### src/rtl/core/tce_pkg.sv
// ----------------------------------------------------------------------------
// tce_pkg
// Shared types and constants for the tiny execute core.
// ----------------------------------------------------------------------------
package tce_pkg;

  localparam int unsigned PcW     = 6;
  localparam int unsigned AddrW   = 5;
  localparam int unsigned ByteW   = 8;
  localparam int unsigned RegIdxW = 4;
  localparam int unsigned NumRegs = 16;
  localparam int unsigned InstrW  = 16;
  localparam int unsigned InDataW = 24;
  localparam int unsigned OutDataW = 24;

  typedef enum logic {
    FuncLoad = 1'b0,
    FuncStep = 1'b1
  } func_e;

  typedef enum logic [2:0] {
    OpLdi = 3'd0,
    OpAdd = 3'd1,
    OpAnd = 3'd2,
    OpOr  = 3'd3,
    OpXor = 3'd4,
    OpPrt = 3'd5,
    OpRdd = 3'd6,
    OpBlt = 3'd7
  } op_e;

  typedef struct packed {
    logic                 branch_fault;
    logic                 stopped;
    logic                 read_taken;
    logic [ByteW-1:0]     print_value;
    logic [RegIdxW-1:0]   print_register;
    logic                 print_valid;
    logic [PcW-1:0]       pc_after;
  } result_t;

  localparam int unsigned ResultW = $bits(result_t);

endpackage

### src/rtl/core/tiny_cpu_execute_core.sv
// ----------------------------------------------------------------------------
// tiny_cpu_execute_core
// 8-bit core with 16-bit instructions, 16 registers and a byte program memory.
// ----------------------------------------------------------------------------
// One word in, one word out, one word per cycle sustained while not stalled.
// Each accepted word sits in an input stage that already holds its fetched
// instruction and both register operands, then its result is registered at
// the output; the rate is set by the path from the held instruction's
// compare through the next-pc select, the program fetch and the register
// file read. tuser = 0 loads a program byte (and restarts at pc 0),
// tuser = 1 executes one instruction. Write program_length only while idle.
module tiny_cpu_execute_core
  import tce_pkg::*;
#(
  parameter int unsigned MEM_BYTES = 32
) (
  input  logic                clk_i,
  input  logic                rst_ni,
  // config: program_length
  input  logic                cfg_valid_i,
  output logic                cfg_ready_o,
  input  logic [PcW-1:0]      cfg_data_i,
  // in: [4:0] load_address, [12:5] load_byte, [20:13] read_value
  input  logic                s_axis_tvalid,
  output logic                s_axis_tready,
  input  logic [InDataW-1:0]  s_axis_tdata,
  // in: [0] func
  input  logic                s_axis_tuser,
  // out: [5:0] pc_after, [6] print_valid, [10:7] print_register,
  //      [18:11] print_value, [19] read_taken, [20] stopped, [21] branch_fault
  output logic                m_axis_tvalid,
  input  logic                m_axis_tready,
  output logic [OutDataW-1:0] m_axis_tdata
);

  localparam int unsigned Rows = (MEM_BYTES + 1) / 2;
  localparam int unsigned RowW = (Rows > 1) ? $clog2(Rows) : 1;
  localparam logic [AddrW-1:0] RowCnt = AddrW'(Rows);
  localparam logic [PcW-1:0]   MemLim = PcW'(MEM_BYTES);

  // architectural state
  logic [InstrW-1:0]  prog_q [Rows];
  logic [ByteW-1:0]   rf_mem [NumRegs];
  logic [NumRegs-1:0] rf_vld_q;
  logic [PcW-1:0]     pc_q;
  logic               halted_q;
  logic [PcW-1:0]     len_q;

  // input stage
  logic               s1_vld_q;
  func_e              s1_func_q;
  logic [AddrW-1:0]   s1_laddr_q;
  logic [ByteW-1:0]   s1_lbyte_q;
  logic [ByteW-1:0]   s1_rval_q;
  logic [InstrW-1:0]  s1_word_q;
  logic [PcW-1:0]     s1_pc_q;
  logic               s1_halt_q;
  logic [ByteW-1:0]   s1_a_q;
  logic [ByteW-1:0]   s1_b_q;

  // output stage
  logic               out_vld_q;
  result_t            out_q;

  logic s1_adv, acc;

  assign cfg_ready_o   = 1'b1;
  assign s1_adv        = s1_vld_q && (!out_vld_q || m_axis_tready);
  assign s_axis_tready = !s1_vld_q || s1_adv;
  assign acc           = s_axis_tvalid && s_axis_tready;

  // ---- execute the held word ----
  op_e                ex_op;
  logic [RegIdxW-1:0] ex_ia, ex_ic;
  result_t            ex_res;
  logic [PcW-1:0]     ex_pc;
  logic               ex_halt;
  logic               ex_rf_we;
  logic [RegIdxW-1:0] ex_rf_wa;
  logic [ByteW-1:0]   ex_rf_wd;
  logic               ex_pm_we;
  logic [PcW-1:0]     pc_inc;
  logic [4:0]         target;

  assign ex_op  = op_e'(s1_word_q[15:13]);
  assign ex_ia  = s1_word_q[12:9];
  assign ex_ic  = s1_word_q[4:1];
  assign target = s1_word_q[4:0];
  assign pc_inc = s1_pc_q + PcW'(2);

  always_comb begin
    ex_res   = '0;
    ex_pc    = s1_pc_q;
    ex_halt  = s1_halt_q;
    ex_rf_we = 1'b0;
    ex_rf_wa = ex_ia;
    ex_rf_wd = '0;
    ex_pm_we = 1'b0;
    if (s1_func_q == FuncLoad) begin
      ex_pm_we = ({1'b0, s1_laddr_q} < MemLim);
      ex_pc    = '0;
      ex_halt  = 1'b0;
    end else if (!s1_halt_q) begin
      ex_pc = pc_inc;
      unique case (ex_op)
        OpLdi: begin
          ex_rf_we = 1'b1;
          ex_rf_wd = s1_word_q[8:1];
        end
        OpAdd: begin
          ex_rf_we = 1'b1;
          ex_rf_wa = ex_ic;
          ex_rf_wd = s1_a_q + s1_b_q;
        end
        OpAnd: begin
          ex_rf_we = 1'b1;
          ex_rf_wa = ex_ic;
          ex_rf_wd = s1_a_q & s1_b_q;
        end
        OpOr: begin
          ex_rf_we = 1'b1;
          ex_rf_wa = ex_ic;
          ex_rf_wd = s1_a_q | s1_b_q;
        end
        OpXor: begin
          ex_rf_we = 1'b1;
          ex_rf_wa = ex_ic;
          ex_rf_wd = s1_a_q ^ s1_b_q;
        end
        OpPrt: begin
          ex_res.print_valid    = 1'b1;
          ex_res.print_register = ex_ia;
          ex_res.print_value    = s1_a_q;
        end
        OpRdd: begin
          ex_rf_we          = 1'b1;
          ex_rf_wd          = s1_rval_q;
          ex_res.read_taken = 1'b1;
        end
        OpBlt: begin
          if (s1_a_q < s1_b_q) begin
            if (target[0]) begin
              ex_res.branch_fault = 1'b1;
              ex_halt             = 1'b1;
            end else begin
              ex_pc = {1'b0, target};
            end
          end
        end
        default: ;
      endcase
      if (ex_pc >= len_q || ex_pc >= MemLim) begin
        ex_halt = 1'b1;
      end
    end
    ex_res.pc_after = ex_pc;
    ex_res.stopped  = ex_halt;
  end

  // ---- fetch for the next word, seeing the held word's effects ----
  logic [PcW-1:0]     nx_pc;
  logic               nx_halt;
  logic [AddrW-1:0]   fetch_row;
  logic [InstrW-1:0]  fetch_word;
  logic [RowW-1:0]    ld_row;
  logic [RegIdxW-1:0] rd_a, rd_b;
  logic               rf_we;

  assign nx_pc     = s1_vld_q ? ex_pc : pc_q;
  assign nx_halt   = s1_vld_q ? ex_halt : halted_q;
  assign fetch_row = nx_pc[PcW-1:1];
  assign ld_row    = s1_laddr_q[RowW:1];

  always_comb begin
    fetch_word = '0;
    if (fetch_row < RowCnt) begin
      fetch_word = prog_q[fetch_row[RowW-1:0]];
      if (s1_vld_q && ex_pm_we && ld_row == fetch_row[RowW-1:0]) begin
        if (s1_laddr_q[0]) begin
          fetch_word[7:0] = s1_lbyte_q;
        end else begin
          fetch_word[15:8] = s1_lbyte_q;
        end
      end
    end
  end

  assign rd_a  = fetch_word[12:9];
  assign rd_b  = fetch_word[8:5];
  assign rf_we = s1_adv && ex_rf_we;

  // ---- control and architectural state ----
  always_ff @(posedge clk_i or negedge rst_ni) begin
    if (!rst_ni) begin
      s1_vld_q  <= 1'b0;
      out_vld_q <= 1'b0;
      pc_q      <= '0;
      halted_q  <= 1'b0;
      len_q     <= '0;
      rf_vld_q  <= '0;
      for (int i = 0; i < Rows; i++) begin
        prog_q[i] <= '0;
      end
    end else begin
      if (cfg_valid_i && cfg_ready_o) begin
        len_q <= cfg_data_i;
      end
      s1_vld_q  <= acc || (s1_vld_q && !s1_adv);
      out_vld_q <= s1_adv || (out_vld_q && !m_axis_tready);
      if (s1_adv) begin
        pc_q     <= ex_pc;
        halted_q <= ex_halt;
        if (ex_pm_we) begin
          if (s1_laddr_q[0]) begin
            prog_q[ld_row][7:0] <= s1_lbyte_q;
          end else begin
            prog_q[ld_row][15:8] <= s1_lbyte_q;
          end
        end
      end
      if (rf_we) begin
        rf_vld_q[ex_rf_wa] <= 1'b1;
      end
    end
  end

  // register file: one write, two registered reads (write-first)
  always_ff @(posedge clk_i) begin
    if (rf_we) begin
      rf_mem[ex_rf_wa] <= ex_rf_wd;
    end
    if (acc) begin
      if (rf_we && ex_rf_wa == rd_a) begin
        s1_a_q <= ex_rf_wd;
      end else begin
        s1_a_q <= rf_vld_q[rd_a] ? rf_mem[rd_a] : '0;
      end
      if (rf_we && ex_rf_wa == rd_b) begin
        s1_b_q <= ex_rf_wd;
      end else begin
        s1_b_q <= rf_vld_q[rd_b] ? rf_mem[rd_b] : '0;
      end
    end
  end

  // payload
  always_ff @(posedge clk_i) begin
    if (acc) begin
      s1_func_q  <= func_e'(s_axis_tuser);
      s1_laddr_q <= s_axis_tdata[4:0];
      s1_lbyte_q <= s_axis_tdata[12:5];
      s1_rval_q  <= s_axis_tdata[20:13];
      s1_word_q  <= fetch_word;
      s1_pc_q    <= nx_pc;
      s1_halt_q  <= nx_halt;
    end
    if (s1_adv) begin
      out_q <= ex_res;
    end
  end

  assign m_axis_tvalid = out_vld_q;
  assign m_axis_tdata  = {(OutDataW - ResultW)'(0), out_q};

endmodule

### config.mk
export PLATFORM = sky130hd
export DESIGN_NAME = tiny_cpu_execute_core
export DESIGN_NICKNAME = d
export VERILOG_FILES = /design/src/rtl/core/tce_pkg.sv /design/src/rtl/core/tiny_cpu_execute_core.sv
export SDC_FILE = /design/constraint.sdc
export NUM_CORES = 1
export LEC_CHECK = 0
export ABC_AREA = 1
export BUFFER_PORTS_ARGS = -buffer_cell sky130_fd_sc_hd__buf_2
export CAP_MARGIN = 0
export CORE_AREA = 4 4 242 244
export DETAILED_ROUTE_END_ITERATION = 7
export DIE_AREA = 0 0 246 248
export GPL_TIMING_DRIVEN = 0
export PLACE_DENSITY = 0.65
export SKIP_LAST_GASP = 1
export SYNTH_ARGS = -nofsm -noshare
export SYNTH_HDL_FRONTEND = slang
export SYNTH_SLANG_ARGS = --single-unit
export TNS_END_PERCENT = 10
### constraint.sdc
create_clock -name clk_i -period 4.1 [get_ports clk_i]
set_clock_uncertainty 0.05 [all_clocks]
set_input_delay 0.82 -clock clk_i [delete_from_list [all_inputs] [get_ports clk_i]]
set_output_delay 0.82 -clock clk_i [all_outputs]
set_load 0.01 [all_outputs]
==> flow_summary.toml, run 1 <==
[outcome]
status = "finished, violations left"
violations = "negative setup slack"

[sta]
min_period_ns = 4.29
setup_violations = 85
setup-tns-final_ns = -4.98
rsz0062_at_grt = "true"
hold_viol_final = 0
min_period_over_period_pct = 105
fin_ws_ns = -0.193
relSlewSlack_pct = 27.4
maxSlewViolCount = 0
fmax_ghz = 0.233
tightest_slew_ns = 1.08

[logic_synthesis]
synth_top_cells_by_count = "713 x nand2_1, 526 x nand3_1, 353 x o21ai_0, 287 x dfrtp_1, 218 x inv_1"
yosys.area.top_type_share_pct = 28.6
yosysMostFrequentCell = "nand2_1"
syn-cell-area_um2 = 25100
ys.flop_type = "dfrtp_1"
synth_edf_count = 211
synth_top_area_cell = "dfrtp_1"
synth_seq_cells = 498
synth_cells = 2938
ys_types = 53
synthArstFlopShare_pct = 57.6
netlist_top_cells_area = "dfrtp_1 29%, edfxtp_1 25%, nand2_1 11%"
yosysWarnings = 0
avgSynthCellArea_um2 = 8.53
ys_seq_area_share_pct = 53.9

[setup_path]
end_kind = "register"
cp.required_ns = 4.42
worstPathCellList = "inv_1 > ha_4 > nor2_1 > nor2_1 > nand3_2 > nor2_8 > nand4_1 > nand3_4 > nand3_4 > nand2_4 > buf_8 > buf_4 > buf_1 > o21ai_0 > o221ai_1 > nand3_1 > a31oi_1"
max_stage_delay_ns = 0.62
startpoint_type = "register"
critPathKind = "register to register"
cp_max_fo = 10
startpoint = "s1_b_q[7]"
arrival_ns = 4.61
path_buf_inv = 4
slowest_stage = "buf_1"
worst_path_dominant_cell_family = "simple AND/OR/NAND/NOR gates"
reg2reg_from = "s1_b_q[7]"

[placement]
place_ws_ns = -0.883
gp_congestion = 1.01
place_inst = 3757
hpwl_um = 64600
post_dp_cell_area_um2 = 26400
io_buffers = 56

[route]
drc = 0
ant_nets = 0
first_pass_iters = 6
vias = 23500
drt-initial-drc-count = 3115
wirelength_um = 94300
wire_per_inst_um = 23.9
viasPerCell = 5.95

[global_routing]
grt_pass1_vias = 21800
grt_start_max_net_pins = 117
grt_use_total_pct = 29.6
grt_pass1_wl_um = 136000
antenna_found_initial = 0
grt-ovfl-total = 0

[floorplanning]
io_pins = 63
initial_core_util_pct = 44.5
fp.coreArea_um2 = 56300
rows = 87
fp.dieH_um = 248
fp.dieW_um = 246
dieArea_um2 = 61000

[power]
ir_worst_vdd_uv = 387
pwr_density_cell_nw_per_um2 = 600
power.leakage_nw = 13.4

[job]
max_cap_viol_count = 0

[clock_tree]
cts.sinks = 498
clock_path_buffers = 3
clkTransAtPathRegs_ns = 0.06
h-tree-depth = 2
postCtsHoldBufs = 0
cts_tree = "built"
clock_latency_ns = 0.64
cts_made_buffers = 55
root_buffer = "clkbuf_16"

[finish]
antenna_cells = 0
layout.nets = 3219
drive_gt1_share_pct = 17.2
stdcell_area_um2 = 30900
area_growth_pct = 23.1
fin_cells = 3954

[hold_path]
min_path_type = "primary input to async pin"
==> cell families (layout without fill, tap and decap cells) <==
group / count (synthesis) / after routing / share of synthesized area (%)
and+or+nand+nor: 1502 / 1504 / 26.3
DFF: 498 / 498 / 53.9
AOI/OAI and AO/OA: 486 / 486 / 10.5
buffers and inverters: 411 / 668 / 7.26
adders and majority gates: 32 / 32 / 1.63
xor gates and xnor gates: 6 / 6 / 0.314
other: 2 / 3 / 0.0300
muxes: 1 / 1 / 0.0449
==> placed cells by master (no fill, tap or decap), types with 5 or more instances in the layout <==
cell,synthesis,routed
nor2_4,4,18
clkbuf_2,0,20
nor3_1,5,5
clkbuf_1,97,84
buf_12,0,25
bufinv_16,0,6
nor2_2,5,14
nand3_1,526,458
buf_6,20,31
dfrtp_1,287,287
o211ai_1,29,29
ha_1,31,28
buf_8,1,21
nand2_2,16,33
a21oi_1,52,51
nor2_1,195,172
clkbuf_16,0,71
clkinvlp_4,0,9
nand2_8,0,10
clkbuf_4,0,6
nand3_4,4,21
a31oi_1,9,8
buf_1,5,5
o21ai_1,7,9
clkinv_1,7,14
nand4_1,16,16
nand3_2,8,60
inv_1,218,209
o221ai_1,13,13
nand2_4,2,22
edfxtp_1,211,211
clkinv_2,0,9
buf_2,37,63
o21ai_0,353,351
nand2_1,713,667
buf_4,18,70
inv_2,7,11
==> area by class of cell <==
type / instances / area, µm²
fill: 5062 / 25400
buffer: 177 / 1400
inverter: 233 / 897
timing repair buffer: 154 / 1500
multi-input combinational: 2032 / 10800
sequential: 498 / 13500
clock buffer: 71 / 1490
tap: 756 / 946
clock inverter: 33 / 354
==> per-stage QoR <==
| step | power (mW) | util, % | hold slack (ns) |
|---|---|---|---|
| after floorplan | 9.60 | - | 0.386 |
| after global placement | 11.6 | 46.7 | 0.400 |
| after detailed placement | 11.7 | 47.0 | 0.412 |
| after CTS | 17.3 | 51.7 | 0.0859 |
| after global routing | 19.3 | 54.9 | 0.114 |
| final | 18.5 | 54.9 | 0.0887 |
==> registers in the layout (all words and copies together) (netlist names) <==
name and cells:
len_q 6, s1_lbyte_q 8, s1_rval_q 8, s1_vld_q 1, m_axis_tdata 22, rf_mem 128, s1_word_q 16, pc_q 6
m_axis_tvalid 1, halted_q 1, s1_a_q 8, rf_vld_q 16, s1_b_q 8, s1_pc_q 6, prog_q 256, s1_func_q 1
s1_halt_q 1, s1_laddr_q 5
==> timing repair <==
item                                    CTS  global route
endpoints found under the hold margin     0             0
buffers inserted                         32            44
pin swaps                                21            71
gates resized for setup                 158           232
endpoints found under the setup margin   44           153
cloned                                    2            16
==> worst paths after layout <==
check | end | slack, ns | depth (start not counted)
max | s1_word_q[13] | -0.19 | 17
min | prog_q[123] | 0.09 | 1
max reg2reg | s1_word_q[13] | -0.19 | 17
min reg2reg | rf_vld_q[6] | 0.43 | 2
max in group asynchronous | len_q[1] | 2.46 | 3
min in group clk_i | s1_lbyte_q[3] | 0.31 | 1
==> per-layer routing <==
| metal | vias to the layer above | part of all wire [%] | global-route usage (%) |
|---|---|---|---|
| met5 | - | 0 | 0 |
| met4 | 0 | 5.2 | 12.7 |
| met3 | 300 | 12 | 7.21 |
| met2 | 1604 | 45 | 46.4 |
| met1 | 11300 | 38 | 39.5 |
| li1 | 10300 | - | - |
==> power breakdown <==
part | total, mW | internal, mW | switching [mW] | leakage (nW)
logic | 7.24 | 2.57 | 4.67 | 6.92
clock network | 5.06 | 2.95 | 2.12 | 0.880
registers | 6.22 | 5.90 | 0.322 | 5.57
total | 18.5 | 11.4 | 7.11 | 13.4
Power figures use the tool's default switching activity.
==> inputs of run 2 (changes only) <==
Settings changed: CORE_AREA 4 4 242 244 to 2 2 240 242, DIE_AREA 0 0 246 248 to 0 0 242 244.
==> flow_summary.toml, run 2 (synthesized netlist as in run 1, its figures left out) <==
[outcome]
status = "finished, violations left"
violations = "negative setup slack"

[finish]
final_common_cell = "nand2_1"
multiInputGateArea_um2 = 10600
regMostFlops = "prog_q"
area_growth_pct = 21.5
drive_gt1_share_pct = 17.0
fillers = 5130
layout.nets = 3200
antenna_cells = 0
regArea_um2 = 13500
layout_common_cells = "678 x nand2_1, 467 x nand3_1, 352 x o21ai_0"
post-route-util_pct = 54.2
largest_reg_flops = 256

[setup_path]
end_kind = "register"
cp.required_ns = 4.41
worstPathCellList = "buf_6 > ha_1 > inv_1 > nor2_1 > nor2_2 > nand3_2 > nor2_8 > nand4_1 > nand3_2 > nand3_4 > nand2_4 > buf_8 > buf_4 > clkbuf_1 > o21ai_0 > o221ai_1 > nand3_1 > a31oi_1"
cp_max_fo = 10
startpoint = "s1_a_q[6]"
reg2reg_slack_ns = -0.19
slowest_stage = "clkbuf_1"
crit_top_cell = "nand3_2"
r2r_cells = 18
reg2reg_from = "s1_a_q[6]"
setup.worst_path.end = "s1_word_q[15]"
r2r-end = "s1_word_q[15]"
max_stage_delay_ns = 0.57
arrival_ns = 4.60
critPathKind = "register to register"
startpoint_type = "register"

[sta]
setup_violations = 19
maxSlewViolCount = 0
min_period_over_period_pct = 105
fmax_ghz = 0.233
rsz0062_at_grt = "true"
tightest_slew_ns = 1.11
min_period_ns = 4.29
relSlewSlack_pct = 26.2
hold_viol_final = 0
fin_ws_ns = -0.187

[floorplanning]
rows = 87
fp.dieW_um = 242
initial_core_util_pct = 44.6
fp.dieH_um = 244
io_pins = 63
dieArea_um2 = 59000
fp.coreArea_um2 = 56200

[clock_tree]
clkTransAtPathRegs_ns = 0.07
h-tree-depth = 2
cts_tree = "built"
clock_latency_ns = 0.66
root_buffer = "clkbuf_16"
cts.sinks = 498
clock_path_buffers = 3
cts_made_buffers = 55

[route]
ant_nets = 0
viasPerCell = 5.91
wire_per_inst_um = 24.1
drc = 0
drt-initial-drc-count = 3058
vias = 23300
wirelength_um = 94700
first_pass_iters = 8

[power]
total_power_mw = 18.4
pwr_density_cell_nw_per_um2 = 603
power.leakage_nw = 13.2
ir_worst_vdd_uv = 446

[placement]
hpwl_um = 65300
io_buffers = 56
gp_congestion = 0.997

[global_routing]
grt_start_max_net_pins = 122
grt_use_total_pct = 31.2
grt-ovfl-total = 0
grt_pass1_vias = 22000
grt_pass1_wl_um = 138000
antenna_found_initial = 0

[hold_path]
min_path_type = "primary input to async pin"

[job]
max_cap_viol_count = 0
[run 2: critical path, delay by kind of cell (launching register included)]
kind                     cells  cell delay [ns]
AND/OR/NAND/NOR              9             1.24
buffers and inverters        5             1.18
AO/OA/AOI/OAI                3             0.91
flip-flops                   1             0.42
adder cells (fa/ha/maj)      1             0.18
[run 2: metrics by stage]
step                      std cells  hold slack [ns]  TNS, ns  cell area, µm²  setup WS [ns]
after floorplan                2939            0.386        0           25100          0.748
after detailed placement       3756            0.410   -23.87           26400         -0.958
final                          3935           0.0522    -1.39           30500         -0.187
after global placement         3751            0.400  -916.11           26300          -3.15
after CTS                      3908           0.0379    -7.71           29700         -0.160
after global routing           3935           0.0729   -20.59           30500         -0.285
[run 2: cell type report]
cell class / count / area share [%]
plain buffers: 178 / 4.58
clock buffers: 68 / 4.84
clock inverters: 36 / 1.23
inverters: 233 / 2.93
multi-input cells: 2031 / 34.9
flip-flops and latches: 498 / 44.4
well taps: 756 / 3.11
repair buffers: 135 / 4.06
[run 2: repair_timing]
item / CTS / global route
gates resized for setup: 240 / 136
hold buffers: 0 / 0
gates cloned: 6 / 6
endpoints found under the setup margin: 122 / 156
pin swaps: 41 / 55
setup buffers: 42 / 21
[run 2: worst min path at each step]
stage / startpoint / end / slack, ns / cells past startpoint
finish: rst_ni / prog_q[30] / 0.05 / 1
global route: rst_ni / prog_q[57] / 0.07 / 1
CTS: rst_ni / prog_q[57] / 0.04 / 1
detailed placement: rf_vld_q[10] / rf_vld_q[10] / 0.41 / 2
global placement: rf_vld_q[3] / rf_vld_q[3] / 0.40 / 2
floorplan: rf_vld_q[3] / rf_vld_q[3] / 0.39 / 2
[run 2: routing by layer]
layer  track usage, %  routed length, µm  share of wire, %  up-vias
met1             41.0              37100                39    11300
li1                 -                  -                 -    10300
met5                0                  0                 0        -
met2             49.5              42800                45     1412
met3             7.03              10200                11      294
met4             14.3               4640               4.9        0
[run 2: power by group]
| group | total, mW | leakage (nW) | internal (mW) | switching, mW |
|---|---|---|---|---|
| combinational | 7.06 | 6.76 | 2.45 | 4.61 |
| sequential | 6.22 | 5.57 | 5.90 | 0.323 |
| clock | 5.09 | 0.896 | 2.90 | 2.20 |
| total | 18.4 | 13.2 | 11.2 | 7.13 |
